==> src/hdl/matc_pkg.sv <==
// ----------------------------------------------------------------------------
// matc_pkg
// Shared types, codes and helpers for the motor axis torque controller:
// widths, mode and register codes, sequencer states, MAC controls, saturation.
// ----------------------------------------------------------------------------
package matc_pkg;

    // Data widths (signed Q16.16 words and internal extensions)
    localparam int DATA_W    = 32;
    localparam int FRAC_W    = 16;
    localparam int GEAR_W    = 31;
    localparam int OPND_W    = DATA_W + 1;
    localparam int PROD_W    = 2 * OPND_W;
    localparam int ACC_W     = 56;
    localparam int DIV_NUM_W = DATA_W + FRAC_W;
    localparam int DIV_CNT_W = $clog2(DIV_NUM_W);
    localparam int CFG_IDX_W = 2;

    // Reset values of the configuration registers
    localparam logic [GEAR_W-1:0]        GEAR_RATIO_RST    = GEAR_W'(65536);
    localparam logic signed [DATA_W-1:0] POSITION_GAIN_RST = DATA_W'(6553600);
    localparam logic signed [DATA_W-1:0] VELOCITY_GAIN_RST = DATA_W'(327680);
    localparam logic signed [DATA_W-1:0] INTEGRAL_GAIN_RST = '0;

    // Saturation bounds at accumulator width
    localparam logic signed [ACC_W-1:0] ACC_DATA_MAX = ACC_W'(2**(DATA_W-1) - 1);
    localparam logic signed [ACC_W-1:0] ACC_DATA_MIN = -ACC_DATA_MAX - ACC_W'(1);

    // Item kinds
    localparam logic ACTION_COMMAND = 1'b0;
    localparam logic ACTION_TICK    = 1'b1;

    // Valid flag positions
    localparam int FLAG_POS  = 0;
    localparam int FLAG_VEL  = 1;
    localparam int FLAG_TORQ = 2;

    typedef enum logic [1:0] {
        MODE_KEEP     = 2'd0,
        MODE_POSITION = 2'd1,
        MODE_VELOCITY = 2'd2,
        MODE_TORQUE   = 2'd3
    } mode_t;

    typedef enum logic [CFG_IDX_W-1:0] {
        REG_GEAR_RATIO    = 2'd0,
        REG_POSITION_GAIN = 2'd1,
        REG_VELOCITY_GAIN = 2'd2,
        REG_INTEGRAL_GAIN = 2'd3
    } reg_index_t;

    // Accumulator operations of the shared MAC
    typedef enum logic [1:0] {
        ACC_HOLD,
        ACC_SET,
        ACC_LOAD,
        ACC_ADD
    } acc_op_t;

    typedef struct packed {
        logic    mul_en;
        acc_op_t acc_op;
    } mac_ctrl_t;

    typedef enum logic [3:0] {
        S_IDLE,
        S_CMD_MUL_POS,
        S_CMD_MUL_VEL,
        S_CMD_POS,
        S_CMD_VEL,
        S_CMD_DIV,
        S_POS_MUL_I,
        S_POS_INT,
        S_POS_SUM,
        S_POS_ADD_D,
        S_VEL_MUL,
        S_VEL_SUM,
        S_PASS,
        S_FINISH
    } state_t;

    // Clamp an accumulator value to the signed data range
    function automatic logic signed [DATA_W-1:0] sat_data(input logic signed [ACC_W-1:0] v);
        logic signed [DATA_W-1:0] r;
        if (v > ACC_DATA_MAX)
            r = ACC_DATA_MAX[DATA_W-1:0];
        else if (v < ACC_DATA_MIN)
            r = ACC_DATA_MIN[DATA_W-1:0];
        else
            r = v[DATA_W-1:0];
        return r;
    endfunction

endpackage

==> src/hdl/matc_item_if.sv <==
// ----------------------------------------------------------------------------
// matc_item_if
// Input channel: command and tick items with valid/ready handshake.
// ----------------------------------------------------------------------------
interface matc_item_if;
    logic                                 valid;
    logic                                 ready;
    logic                                 action;
    logic [1:0]                           mode_request;
    logic signed [matc_pkg::DATA_W-1:0]   pos_demand;
    logic signed [matc_pkg::DATA_W-1:0]   vel_demand;
    logic signed [matc_pkg::DATA_W-1:0]   torq_demand;
    logic                                 pos_set_valid;
    logic                                 vel_set_valid;
    logic                                 torq_set_valid;
    logic signed [matc_pkg::DATA_W-1:0]   measured_pos;
    logic signed [matc_pkg::DATA_W-1:0]   measured_vel;

    modport source (
        output valid, action, mode_request, pos_demand, vel_demand, torq_demand,
               pos_set_valid, vel_set_valid, torq_set_valid, measured_pos, measured_vel,
        input  ready
    );

    modport sink (
        input  valid, action, mode_request, pos_demand, vel_demand, torq_demand,
               pos_set_valid, vel_set_valid, torq_set_valid, measured_pos, measured_vel,
        output ready
    );
endinterface

==> src/hdl/matc_result_if.sv <==
// ----------------------------------------------------------------------------
// matc_result_if
// Output channel: drive torque results with valid/ready handshake.
// ----------------------------------------------------------------------------
interface matc_result_if;
    logic                                 valid;
    logic                                 ready;
    logic signed [matc_pkg::DATA_W-1:0]   drive_torque;
    logic                                 drive_updated;

    modport source (
        output valid, drive_torque, drive_updated,
        input  ready
    );

    modport sink (
        input  valid, drive_torque, drive_updated,
        output ready
    );
endinterface

==> src/hdl/motor_axis_torque_controller_core.sv <==
// ----------------------------------------------------------------------------
// motor_axis_torque_controller_core
// Position / velocity / torque control law for one motor axis in signed
// Q16.16, run by a small sequencer over one shared MAC and a serial divider.
//
//   Channel   Direction  Handshake        Payload
//   item      in         valid/ready      action, mode, setpoints, flags, measures
//   result    out        valid/ready      drive_torque, drive_updated
//   cfg       in         cfg_write_en     cfg_index, cfg_data (no read-back)
//
// A tick runs from transfer to result register along a path set by the mode (position mode
// longest: three passes through the shared multiplier plus summing).
// A command holds the sequencer after its transfer until the 48-step divider
// for the torque target has finished. The item side is ready only while
// the sequencer is idle.
// A result waiting in the output register stalls only the next tick's finish.
// Reset is asynchronous and active low; no clearing pass is needed.
// ----------------------------------------------------------------------------
module motor_axis_torque_controller_core (
    input  logic                                     clk,
    input  logic                                     rst_n,
    matc_item_if.sink                                item,
    matc_result_if.source                            result,
    input  logic                                     cfg_write_en,
    input  logic [matc_pkg::CFG_IDX_W-1:0]           cfg_index,
    input  logic [matc_pkg::DATA_W-1:0]              cfg_data
);

    localparam int DW = matc_pkg::DATA_W;
    localparam int OW = matc_pkg::OPND_W;
    localparam int AW = matc_pkg::ACC_W;
    localparam int GW = matc_pkg::GEAR_W;

    // Configuration registers
    logic [GW-1:0]          gear_ratio_reg;
    logic signed [DW-1:0]   position_gain_reg;
    logic signed [DW-1:0]   velocity_gain_reg;
    logic signed [DW-1:0]   integral_gain_reg;

    // Controller state
    matc_pkg::state_t       state_reg, state_next;
    matc_pkg::mode_t        mode_reg, mode_next;
    logic signed [DW-1:0]   pos_target_reg, pos_target_next;
    logic signed [DW-1:0]   vel_target_reg, vel_target_next;
    logic signed [DW-1:0]   torq_target_reg, torq_target_next;
    logic [2:0]             flags_reg, flags_next;
    logic signed [DW-1:0]   integral_reg, integral_next;
    logic signed [DW-1:0]   last_drive_reg, last_drive_next;
    logic                   ok_reg, ok_next;

    // Held item fields
    logic [1:0]             mode_req_reg, mode_req_next;
    logic signed [DW-1:0]   pos_set_reg, pos_set_next;
    logic signed [DW-1:0]   vel_set_reg, vel_set_next;
    logic signed [DW-1:0]   torq_set_reg, torq_set_next;
    logic [2:0]             set_flags_reg, set_flags_next;
    logic signed [DW-1:0]   meas_pos_reg, meas_pos_next;
    logic signed [DW-1:0]   meas_vel_reg, meas_vel_next;

    // Output register
    logic                   out_valid_reg, out_valid_next;
    logic signed [DW-1:0]   out_drive_reg, out_drive_next;
    logic                   out_updated_reg, out_updated_next;

    // Shared units
    matc_pkg::mac_ctrl_t    mac_ctrl;
    logic signed [OW-1:0]   opnd_a;
    logic signed [OW-1:0]   opnd_b;
    logic signed [AW-1:0]   addend;
    logic signed [AW-1:0]   mac_acc;
    logic signed [DW-1:0]   acc_sat;
    logic                   div_start;
    logic                   div_busy;
    logic signed [DW-1:0]   div_quotient;

    logic                   item_fire;
    logic signed [OW-1:0]   pos_err;
    logic signed [OW-1:0]   vel_err;
    logic signed [OW-1:0]   gear_opnd;

    assign item_fire = item.valid && item.ready;
    assign item.ready = (state_reg == matc_pkg::S_IDLE);

    assign pos_err   = OW'(pos_target_reg) - OW'(meas_pos_reg);
    assign vel_err   = OW'(vel_target_reg) - OW'(meas_vel_reg);
    assign gear_opnd = {2'b00, gear_ratio_reg};
    assign acc_sat   = matc_pkg::sat_data(mac_acc);

    matc_mac u_mac (
        .clk    (clk),
        .ctrl   (mac_ctrl),
        .opnd_a (opnd_a),
        .opnd_b (opnd_b),
        .addend (addend),
        .acc    (mac_acc)
    );

    matc_div u_div (
        .clk      (clk),
        .rst_n    (rst_n),
        .start    (div_start),
        .dividend (torq_set_reg),
        .divisor  (gear_ratio_reg),
        .busy     (div_busy),
        .quotient (div_quotient)
    );

    // Write configuration registers; a zero gear ratio is dropped
    always_ff @(posedge clk or negedge rst_n)
    begin
        if (!rst_n)
        begin
            gear_ratio_reg    <= matc_pkg::GEAR_RATIO_RST;
            position_gain_reg <= matc_pkg::POSITION_GAIN_RST;
            velocity_gain_reg <= matc_pkg::VELOCITY_GAIN_RST;
            integral_gain_reg <= matc_pkg::INTEGRAL_GAIN_RST;
        end
        else if (cfg_write_en)
        begin
            unique case (matc_pkg::reg_index_t'(cfg_index))
                matc_pkg::REG_GEAR_RATIO:
                begin
                    if (|cfg_data[GW-1:0])
                    begin
                        gear_ratio_reg <= cfg_data[GW-1:0];
                    end
                end
                matc_pkg::REG_POSITION_GAIN: position_gain_reg <= cfg_data;
                matc_pkg::REG_VELOCITY_GAIN: velocity_gain_reg <= cfg_data;
                matc_pkg::REG_INTEGRAL_GAIN: integral_gain_reg <= cfg_data;
                default: ;
            endcase
        end
    end

    // Sequencer: next state, unit controls and state updates
    always_comb
    begin
        state_next       = state_reg;
        mode_next        = mode_reg;
        pos_target_next  = pos_target_reg;
        vel_target_next  = vel_target_reg;
        torq_target_next = torq_target_reg;
        flags_next       = flags_reg;
        integral_next    = integral_reg;
        last_drive_next  = last_drive_reg;
        ok_next          = ok_reg;
        mode_req_next    = mode_req_reg;
        pos_set_next     = pos_set_reg;
        vel_set_next     = vel_set_reg;
        torq_set_next    = torq_set_reg;
        set_flags_next   = set_flags_reg;
        meas_pos_next    = meas_pos_reg;
        meas_vel_next    = meas_vel_reg;
        out_valid_next   = out_valid_reg && !result.ready;
        out_drive_next   = out_drive_reg;
        out_updated_next = out_updated_reg;
        mac_ctrl.mul_en  = 1'b0;
        mac_ctrl.acc_op  = matc_pkg::ACC_HOLD;
        opnd_a           = '0;
        opnd_b           = '0;
        addend           = '0;
        div_start        = 1'b0;

        unique case (state_reg)
            matc_pkg::S_IDLE:
            begin
                // Capture the item and pick the path
                if (item_fire)
                begin
                    mode_req_next  = item.mode_request;
                    pos_set_next   = item.pos_demand;
                    vel_set_next   = item.vel_demand;
                    torq_set_next  = item.torq_demand;
                    set_flags_next = {item.torq_set_valid, item.vel_set_valid,
                                      item.pos_set_valid};
                    meas_pos_next  = item.measured_pos;
                    meas_vel_next  = item.measured_vel;
                    if (item.action == matc_pkg::ACTION_COMMAND)
                    begin
                        state_next = matc_pkg::S_CMD_MUL_POS;
                    end
                    else
                    begin
                        unique case (mode_reg) inside
                            matc_pkg::MODE_POSITION:
                            begin
                                ok_next    = &flags_reg;
                                state_next = (&flags_reg) ? matc_pkg::S_POS_MUL_I
                                                          : matc_pkg::S_PASS;
                            end
                            matc_pkg::MODE_VELOCITY:
                            begin
                                ok_next    = flags_reg[matc_pkg::FLAG_VEL]
                                             && flags_reg[matc_pkg::FLAG_TORQ];
                                state_next = (flags_reg[matc_pkg::FLAG_VEL]
                                              && flags_reg[matc_pkg::FLAG_TORQ])
                                             ? matc_pkg::S_VEL_MUL : matc_pkg::S_PASS;
                            end
                            matc_pkg::MODE_TORQUE, matc_pkg::MODE_KEEP:
                            begin
                                ok_next    = flags_reg[matc_pkg::FLAG_TORQ];
                                state_next = matc_pkg::S_PASS;
                            end
                            default: ;
                        endcase
                    end
                end
            end

            // Command: scale position, velocity, divide torque
            matc_pkg::S_CMD_MUL_POS:
            begin
                mac_ctrl.mul_en = 1'b1;
                opnd_a          = OW'(pos_set_reg);
                opnd_b          = gear_opnd;
                state_next      = matc_pkg::S_CMD_MUL_VEL;
            end
            matc_pkg::S_CMD_MUL_VEL:
            begin
                mac_ctrl.acc_op = matc_pkg::ACC_LOAD;
                mac_ctrl.mul_en = 1'b1;
                opnd_a          = OW'(vel_set_reg);
                opnd_b          = gear_opnd;
                div_start       = 1'b1;
                state_next      = matc_pkg::S_CMD_POS;
            end
            matc_pkg::S_CMD_POS:
            begin
                pos_target_next = acc_sat;
                mac_ctrl.acc_op = matc_pkg::ACC_LOAD;
                state_next      = matc_pkg::S_CMD_VEL;
            end
            matc_pkg::S_CMD_VEL:
            begin
                vel_target_next = acc_sat;
                state_next      = matc_pkg::S_CMD_DIV;
            end
            matc_pkg::S_CMD_DIV:
            begin
                // Hold until the quotient is complete, then commit
                if (!div_busy)
                begin
                    torq_target_next = div_quotient;
                    flags_next       = set_flags_reg;
                    if (mode_req_reg != matc_pkg::MODE_KEEP)
                    begin
                        mode_next = matc_pkg::mode_t'(mode_req_reg);
                    end
                    state_next = matc_pkg::S_IDLE;
                end
            end

            // Position tick: integral, then kp and kd terms
            matc_pkg::S_POS_MUL_I:
            begin
                mac_ctrl.mul_en = 1'b1;
                opnd_a          = pos_err;
                opnd_b          = OW'(integral_gain_reg);
                state_next      = matc_pkg::S_POS_INT;
            end
            matc_pkg::S_POS_INT:
            begin
                mac_ctrl.acc_op = matc_pkg::ACC_LOAD;
                addend          = AW'(integral_reg);
                mac_ctrl.mul_en = 1'b1;
                opnd_a          = pos_err;
                opnd_b          = OW'(position_gain_reg);
                state_next      = matc_pkg::S_POS_SUM;
            end
            matc_pkg::S_POS_SUM:
            begin
                integral_next   = acc_sat;
                mac_ctrl.acc_op = matc_pkg::ACC_LOAD;
                addend          = AW'(torq_target_reg) + AW'(acc_sat);
                mac_ctrl.mul_en = 1'b1;
                opnd_a          = vel_err;
                opnd_b          = OW'(velocity_gain_reg);
                state_next      = matc_pkg::S_POS_ADD_D;
            end
            matc_pkg::S_POS_ADD_D:
            begin
                mac_ctrl.acc_op = matc_pkg::ACC_ADD;
                state_next      = matc_pkg::S_FINISH;
            end

            // Velocity tick: kp on velocity error
            matc_pkg::S_VEL_MUL:
            begin
                mac_ctrl.mul_en = 1'b1;
                opnd_a          = vel_err;
                opnd_b          = OW'(position_gain_reg);
                state_next      = matc_pkg::S_VEL_SUM;
            end
            matc_pkg::S_VEL_SUM:
            begin
                mac_ctrl.acc_op = matc_pkg::ACC_LOAD;
                addend          = AW'(torq_target_reg);
                state_next      = matc_pkg::S_FINISH;
            end

            // Torque pass-through or hold of the previous drive
            matc_pkg::S_PASS:
            begin
                mac_ctrl.acc_op = matc_pkg::ACC_SET;
                addend          = ok_reg ? AW'(torq_target_reg) : AW'(last_drive_reg);
                state_next      = matc_pkg::S_FINISH;
            end

            matc_pkg::S_FINISH:
            begin
                // Load the result once the output register is free
                if (!out_valid_reg || result.ready)
                begin
                    out_valid_next   = 1'b1;
                    out_drive_next   = acc_sat;
                    out_updated_next = ok_reg;
                    last_drive_next  = acc_sat;
                    state_next       = matc_pkg::S_IDLE;
                end
            end

            default: state_next = matc_pkg::S_IDLE;
        endcase
    end

    // Control and architectural state
    always_ff @(posedge clk or negedge rst_n)
    begin
        if (!rst_n)
        begin
            state_reg       <= matc_pkg::S_IDLE;
            mode_reg        <= matc_pkg::MODE_TORQUE;
            pos_target_reg  <= '0;
            vel_target_reg  <= '0;
            torq_target_reg <= '0;
            flags_reg       <= 3'b111;
            integral_reg    <= '0;
            last_drive_reg  <= '0;
            ok_reg          <= 1'b0;
            out_valid_reg   <= 1'b0;
        end
        else
        begin
            state_reg       <= state_next;
            mode_reg        <= mode_next;
            pos_target_reg  <= pos_target_next;
            vel_target_reg  <= vel_target_next;
            torq_target_reg <= torq_target_next;
            flags_reg       <= flags_next;
            integral_reg    <= integral_next;
            last_drive_reg  <= last_drive_next;
            ok_reg          <= ok_next;
            out_valid_reg   <= out_valid_next;
        end
    end

    // Payload registers
    always_ff @(posedge clk)
    begin
        mode_req_reg    <= mode_req_next;
        pos_set_reg     <= pos_set_next;
        vel_set_reg     <= vel_set_next;
        torq_set_reg    <= torq_set_next;
        set_flags_reg   <= set_flags_next;
        meas_pos_reg    <= meas_pos_next;
        meas_vel_reg    <= meas_vel_next;
        out_drive_reg   <= out_drive_next;
        out_updated_reg <= out_updated_next;
    end

    assign result.valid         = out_valid_reg;
    assign result.drive_torque  = out_drive_reg;
    assign result.drive_updated = out_updated_reg;

    // The divider runs only under a command sequence
    assert property (@(posedge clk) disable iff (!rst_n)
        (state_reg == matc_pkg::S_IDLE) |-> !div_busy)
        else $error("divider busy while sequencer idle");

    // A shown result always equals the held drive value
    assert property (@(posedge clk) disable iff (!rst_n)
        result.valid |-> (result.drive_torque == last_drive_reg))
        else $error("result differs from held drive");

    // A command transfer never produces a result
    assert property (@(posedge clk) disable iff (!rst_n)
        (item_fire && (item.action == matc_pkg::ACTION_COMMAND) && !result.valid)
        |=> !result.valid)
        else $error("result raised by a command");

    // The gear ratio never becomes zero
    assert property (@(posedge clk) disable iff (!rst_n)
        gear_ratio_reg != '0)
        else $error("zero gear ratio stored");

endmodule

==> src/hdl/matc_mac.sv <==
// ----------------------------------------------------------------------------
// matc_mac
// Shared multiply-accumulate unit: registered 33x33 signed product, scaled by
// 2^-16 with floor rounding, and a wide accumulator.
// ----------------------------------------------------------------------------
module matc_mac (
    input  logic                                 clk,
    input  matc_pkg::mac_ctrl_t                  ctrl,
    input  logic signed [matc_pkg::OPND_W-1:0]   opnd_a,
    input  logic signed [matc_pkg::OPND_W-1:0]   opnd_b,
    input  logic signed [matc_pkg::ACC_W-1:0]    addend,
    output logic signed [matc_pkg::ACC_W-1:0]    acc
);

    localparam int SCALED_W = matc_pkg::PROD_W - matc_pkg::FRAC_W;

    logic signed [matc_pkg::PROD_W-1:0] prod_reg;
    logic signed [matc_pkg::PROD_W-1:0] prod_next;
    logic signed [matc_pkg::ACC_W-1:0]  acc_reg;
    logic signed [matc_pkg::ACC_W-1:0]  acc_next;
    logic signed [matc_pkg::ACC_W-1:0]  scaled;

    // Form the exact product
    assign prod_next = opnd_a * opnd_b;

    // Drop the fraction bits, arithmetic shift rounds toward minus infinity
    assign scaled = {{(matc_pkg::ACC_W - SCALED_W){prod_reg[matc_pkg::PROD_W-1]}},
                     prod_reg[matc_pkg::PROD_W-1:matc_pkg::FRAC_W]};

    // Select the accumulator update
    always_comb
    begin
        case (ctrl.acc_op)
            matc_pkg::ACC_SET:  acc_next = addend;
            matc_pkg::ACC_LOAD: acc_next = addend + scaled;
            matc_pkg::ACC_ADD:  acc_next = acc_reg + scaled;
            default:            acc_next = acc_reg;
        endcase
    end

    // Datapath registers
    always_ff @(posedge clk)
    begin
        if (ctrl.mul_en)
        begin
            prod_reg <= prod_next;
        end
        acc_reg <= acc_next;
    end

    assign acc = acc_reg;

endmodule

==> src/hdl/matc_div.sv <==
// ----------------------------------------------------------------------------
// matc_div
// Radix-2 restoring divider for the torque target: (dividend * 2^16) / divisor
// truncated toward zero and saturated to 32 bits, one quotient bit a cycle.
// ----------------------------------------------------------------------------
module matc_div (
    input  logic                                 clk,
    input  logic                                 rst_n,
    input  logic                                 start,
    input  logic signed [matc_pkg::DATA_W-1:0]   dividend,
    input  logic [matc_pkg::GEAR_W-1:0]          divisor,
    output logic                                 busy,
    output logic signed [matc_pkg::DATA_W-1:0]   quotient
);

    localparam int NUM_W = matc_pkg::DIV_NUM_W;
    localparam int CNT_W = matc_pkg::DIV_CNT_W;
    localparam int DW    = matc_pkg::DATA_W;
    localparam int GW    = matc_pkg::GEAR_W;

    logic               busy_reg;
    logic               busy_next;
    logic [CNT_W-1:0]   count_reg;
    logic [CNT_W-1:0]   count_next;
    logic [GW-1:0]      rem_reg;
    logic [GW-1:0]      rem_next;
    logic [NUM_W-1:0]   shift_reg;
    logic [NUM_W-1:0]   shift_next;
    logic               neg_reg;
    logic               neg_next;
    logic [DW-1:0]      magnitude;
    logic [GW+1:0]      trial;
    logic               fits;

    assign magnitude = dividend[DW-1] ? DW'(-dividend) : DW'(dividend);

    // Trial subtract of the divisor from the partial remainder
    assign trial = {1'b0, rem_reg, shift_reg[NUM_W-1]} - {2'b00, divisor};
    assign fits  = !trial[GW+1];

    // Load or advance one quotient bit
    always_comb
    begin
        busy_next  = busy_reg;
        count_next = count_reg;
        rem_next   = rem_reg;
        shift_next = shift_reg;
        neg_next   = neg_reg;
        if (start)
        begin
            busy_next  = 1'b1;
            count_next = '0;
            rem_next   = '0;
            shift_next = {magnitude, {matc_pkg::FRAC_W{1'b0}}};
            neg_next   = dividend[DW-1];
        end
        else if (busy_reg)
        begin
            rem_next   = fits ? trial[GW-1:0] : {rem_reg[GW-2:0], shift_reg[NUM_W-1]};
            shift_next = {shift_reg[NUM_W-2:0], fits};
            count_next = count_reg + CNT_W'(1);
            if (count_reg == CNT_W'(NUM_W - 1))
            begin
                busy_next = 1'b0;
            end
        end
    end

    // Control state
    always_ff @(posedge clk or negedge rst_n)
    begin
        if (!rst_n)
        begin
            busy_reg  <= 1'b0;
            count_reg <= '0;
        end
        else
        begin
            busy_reg  <= busy_next;
            count_reg <= count_next;
        end
    end

    // Working registers
    always_ff @(posedge clk)
    begin
        rem_reg   <= rem_next;
        shift_reg <= shift_next;
        neg_reg   <= neg_next;
    end

    // Apply the sign and clamp the quotient magnitude
    always_comb
    begin
        if (neg_reg)
        begin
            if ((|shift_reg[NUM_W-1:DW]) || (shift_reg[DW-1] && (|shift_reg[DW-2:0])))
                quotient = {1'b1, {(DW-1){1'b0}}};
            else
                quotient = DW'(-shift_reg[DW-1:0]);
        end
        else
        begin
            if (|shift_reg[NUM_W-1:DW-1])
                quotient = {1'b0, {(DW-1){1'b1}}};
            else
                quotient = shift_reg[DW-1:0];
        end
    end

    assign busy = busy_reg;

endmodule
==> src/flat_wrapper.sv <==
// flat-port wrapper written by rule: the top's interface ports become plain ports
module motor_axis_torque_controller_core_flat 
  (clk, rst_n, cfg_write_en, cfg_index, cfg_data, item_valid, item_action, item_mode_request, item_pos_demand, item_vel_demand, item_torq_demand, item_pos_set_valid, item_vel_set_valid, item_torq_set_valid, item_measured_pos, item_measured_vel, item_ready, result_valid, result_drive_torque, result_drive_updated, result_ready);
  matc_item_if item_i ();
  matc_result_if result_i ();
  input  logic clk;
  input  logic rst_n;
  input  logic cfg_write_en;
  input  logic [matc_pkg::CFG_IDX_W-1:0] cfg_index;
  input  logic [matc_pkg::DATA_W-1:0] cfg_data;
  input wire logic [$bits(item_i.valid)-1:0] item_valid;
  input wire logic [$bits(item_i.action)-1:0] item_action;
  input wire logic [$bits(item_i.mode_request)-1:0] item_mode_request;
  input wire logic [$bits(item_i.pos_demand)-1:0] item_pos_demand;
  input wire logic [$bits(item_i.vel_demand)-1:0] item_vel_demand;
  input wire logic [$bits(item_i.torq_demand)-1:0] item_torq_demand;
  input wire logic [$bits(item_i.pos_set_valid)-1:0] item_pos_set_valid;
  input wire logic [$bits(item_i.vel_set_valid)-1:0] item_vel_set_valid;
  input wire logic [$bits(item_i.torq_set_valid)-1:0] item_torq_set_valid;
  input wire logic [$bits(item_i.measured_pos)-1:0] item_measured_pos;
  input wire logic [$bits(item_i.measured_vel)-1:0] item_measured_vel;
  output wire logic [$bits(item_i.ready)-1:0] item_ready;
  output wire logic [$bits(result_i.valid)-1:0] result_valid;
  output wire logic [$bits(result_i.drive_torque)-1:0] result_drive_torque;
  output wire logic [$bits(result_i.drive_updated)-1:0] result_drive_updated;
  input wire logic [$bits(result_i.ready)-1:0] result_ready;
  assign item_i.valid = item_valid;
  assign item_i.action = item_action;
  assign item_i.mode_request = item_mode_request;
  assign item_i.pos_demand = item_pos_demand;
  assign item_i.vel_demand = item_vel_demand;
  assign item_i.torq_demand = item_torq_demand;
  assign item_i.pos_set_valid = item_pos_set_valid;
  assign item_i.vel_set_valid = item_vel_set_valid;
  assign item_i.torq_set_valid = item_torq_set_valid;
  assign item_i.measured_pos = item_measured_pos;
  assign item_i.measured_vel = item_measured_vel;
  assign item_ready = item_i.ready;
  assign result_valid = result_i.valid;
  assign result_drive_torque = result_i.drive_torque;
  assign result_drive_updated = result_i.drive_updated;
  assign result_i.ready = result_ready;
  motor_axis_torque_controller_core u_core (.clk(clk), .rst_n(rst_n), .item(item_i), .result(result_i), .cfg_write_en(cfg_write_en), .cfg_index(cfg_index), .cfg_data(cfg_data));
endmodule
==> config.mk <==
export PLATFORM = sky130hd
export DESIGN_NAME = motor_axis_torque_controller_core_flat
export DESIGN_NICKNAME = d
export VERILOG_FILES = /design/src/hdl/matc_pkg.sv /design/src/hdl/matc_item_if.sv /design/src/hdl/matc_result_if.sv /design/src/hdl/motor_axis_torque_controller_core.sv /design/src/hdl/matc_mac.sv /design/src/hdl/matc_div.sv /design/src/flat_wrapper.sv
export SDC_FILE = /design/constraint.sdc
export NUM_CORES = 2
export LEC_CHECK = 0
export BUFFER_PORTS_ARGS = -buffer_cell sky130_fd_sc_hd__buf_2
export CAP_MARGIN = 40
export CORE_UTILIZATION = 35
export DETAILED_ROUTE_END_ITERATION = 10
export PLACE_DENSITY = 0.59
export RECOVER_POWER = 50
export SYNTH_ARGS = -nofsm -noshare
export SYNTH_HDL_FRONTEND = slang
export SYNTH_SLANG_ARGS = --single-unit
==> constraint.sdc <==
create_clock -name clk -period 13.6 [get_ports clk]
set_input_delay 0.68 -clock clk [delete_from_list [all_inputs] [get_ports clk]]
set_output_delay 0.68 -clock clk [all_outputs]
set_load 0.01 [all_outputs]
==> qor.yml <==
grt_max_degree: 141
cts_root_buf: "clkbuf_16"
vias: 60200
grt_first_pass_wirelength_um: 393000
hpwl_um: 210000
areaGrowthSynthToFinish_pct: 9.44
hold_path.class: "input port to flop"
wl_per_cell_um: 23.8
finalHoldViolCount: 0
grt_pass1_vias: 61300
multi_input_area_mm2: 0.0512
cts_setup_buffers: 0
synth.distinct_cells: 98
portBuffers: 239
drc: 1
synth-seq-cells: 689
final_cell_mix: "inv_1, fa_1, nand2_1"
overflow: 0
async_flop_share_pct: 44.3
clkLatencyLatePin_ns: 0.71
crit_slowest_cell: "clkbuf_1"
ys_seq_area_share_pct: 24.5
synth_edf_count: 337
clk_path_buf_depth: 3
outcome: "complete, but fails checks"
tritoncts: "built"
critical_path_class: "flop to flop"
postCtsHoldBufs: 0
path_max_fanout: 31
initial_core_util_pct: 35.4
cts.htree.levels: 3
layout_commonest_cell: "inv_1"
max_slew.worst_pin.slew_ns: 5.92
fin_crit_sh_pct: 93.8
critPathTopFamily: "adder cells"
synth.mux.area_fraction_pct: 2.67
crit_buf_inv: 7
rsz0062_at_grt: "false"
setup-tns-final_ns: 0
drive_gt1_share_pct: 8.09
final_antenna_net_count: 0
synth_compound_area_share_pct: 11.8
synth_adder_area_share_pct: 36.7
startpoint_type: "flop"
hp-start: "item_measured_vel[26]"
firstDrtPassIters: 11
maxSlewHeadroom_pct: -295
drv_cap: 13
drt_wl_total_um: 264000
drt-initial-drc-count: 5951
fmax_ghz: 0.0784
regArea_mm2: 0.0187
timing.rr.start: "u_core.state_reg[0]$_DFFE_PN0P_"
grtUsageTotal_pct: 24.0
setup_slack_ns: 0.848
crit_path_frequent_cell: "fa_1"
clkTransAtPathRegs_ns: 0.06
synthesis.nets: 9844
largest_reg_flops: 56
ys.flop_type: "edfxtp_1"
clock-sinks: 689
fin_worst_skew_ns: 0.0426
routed_via_density: 5.43
setup_viol: 0
synth_warnings: 0
max_stage_delay_ns: 1.11
die_w_um: 469
antenna_found_initial: 9
synth_xor_area_share_pct: 2.64
final_max_slew_viol_count: 576
die_h_um: 469
io_pins: 240
routabilityCongestion: 0.963
fill_cells: 21400
min_period_ns: 12.75
numCtsBuffers: 74
place_ws_ns: 1.51
end_kind: "flop"
core_mm2: 0.215
r2r_slack_ns: 0.85
crit_arrival_ns: 13.19
cp-startpoint: "u_core.state_reg[0]$_DFFE_PN0P_"
violations: "DRC, capacitance limit, slew limit"
synth_top_family_by_area: "adder cells"
synthSimpleGateAreaFrac_pct: 13.1
syn_area_mm2: 0.0762
die_area_mm2: 0.220
synth_area_per_cell_um2: 9.42
required_ns: 14.04
nets: 9939
cts_resized: 0
syn_inst: 8091
rows: 170
## logic make-up after synthesis
family / count (synthesis)
buffers and inverters: 1714
flip-flops: 689
AND/OR/NAND/NOR: 2311
XOR/XNOR: 230
multiplexers: 187
AO/OA/AOI/OAI: 1412
adder cells (fa/ha/maj): 1548
## cell type report
| cell class | instances | share of cell area, % |
|---|---|---|
| clock buffers | 103 | 2.51 |
| repair buffers | 414 | 3.02 |
| well taps | 2838 | 4.26 |
| multi-input cells | 5688 | 61.4 |
| flip-flops and latches | 689 | 22.4 |
| inverters | 1319 | 5.94 |
| clock inverters | 35 | 0.432 |
| diodes | 2 | 0.00600 |
## metrics by stage
stage               hold WS (ns)  utilization (%)  cells  cell area [um2]
floorplan                  0.384                -   8091            76200
detailed placement         0.441             37.7  10900            81100
CTS                       0.0180             38.8  11100            83600
global placement           0.433             37.5  10900            80800
global route               0.106             38.7  11100            83400
finish                     0.140             38.7  11100            83400
## metal layers
layer	routed length, um	vias to the layer above	track usage (%)
li1	-	26500	-
met1	113000	30600	33.1
met3	22900	497	4.64
met4	13300	0	10.8
met2	115000	2730	36.4
met5	0	-	0
## synthesized netlist by cell type (55+ instances only)
cell type	number	share of area [%]
inv_1	1316	6.5
fa_1	1150	30
nand2_1	999	4.9
nor2_1	748	3.7
a21oi_1	416	2.7
ha_1	398	6.5
clkbuf_1	351	1.7
o21ai_0	340	2.2
edfxtp_1	337	13
dfrtp_1	294	9.7
a21o_1	150	1.5
mux2_2	132	2.0
nand3_1	131	0.86
xnor2_1	127	1.5
xor2_1	103	1.2
nor3_1	69	0.45
a31oi_1	56	0.46
mux2i_1	55	0.72
## worst reg2reg max path: cells and delay by family, from the launching register on
kind | cells | cell delay, ns
compound gates | 7 | 2.61
xor+xnor | 1 | 0.17
fa+ha+maj | 9 | 4.46
buf+inv | 7 | 2.32
flops | 1 | 0.40
simple gates | 7 | 2.52
## worst paths after layout
check,endpoint,depth (start not counted)
min,u_core.meas_vel_reg[26]$_DFFE_PP_,1
min reg2reg,u_core.flags_reg[2]$_DFFE_PN1P_,2
max,u_core.u_mac.prod_reg[51]$_DFFE_PP_,31
max reg2reg,u_core.u_mac.prod_reg[51]$_DFFE_PP_,31
max in group asynchronous,u_core.gear_ratio_reg[4]$_DFFE_PN0P_,3
min in group asynchronous,u_core.torq_target_reg[11]$_DFFE_PN0P_,1
Power is left out: the tool's default activity adds up to more than one toggle a clock period on the data nets, which glitch-free logic cannot reach.
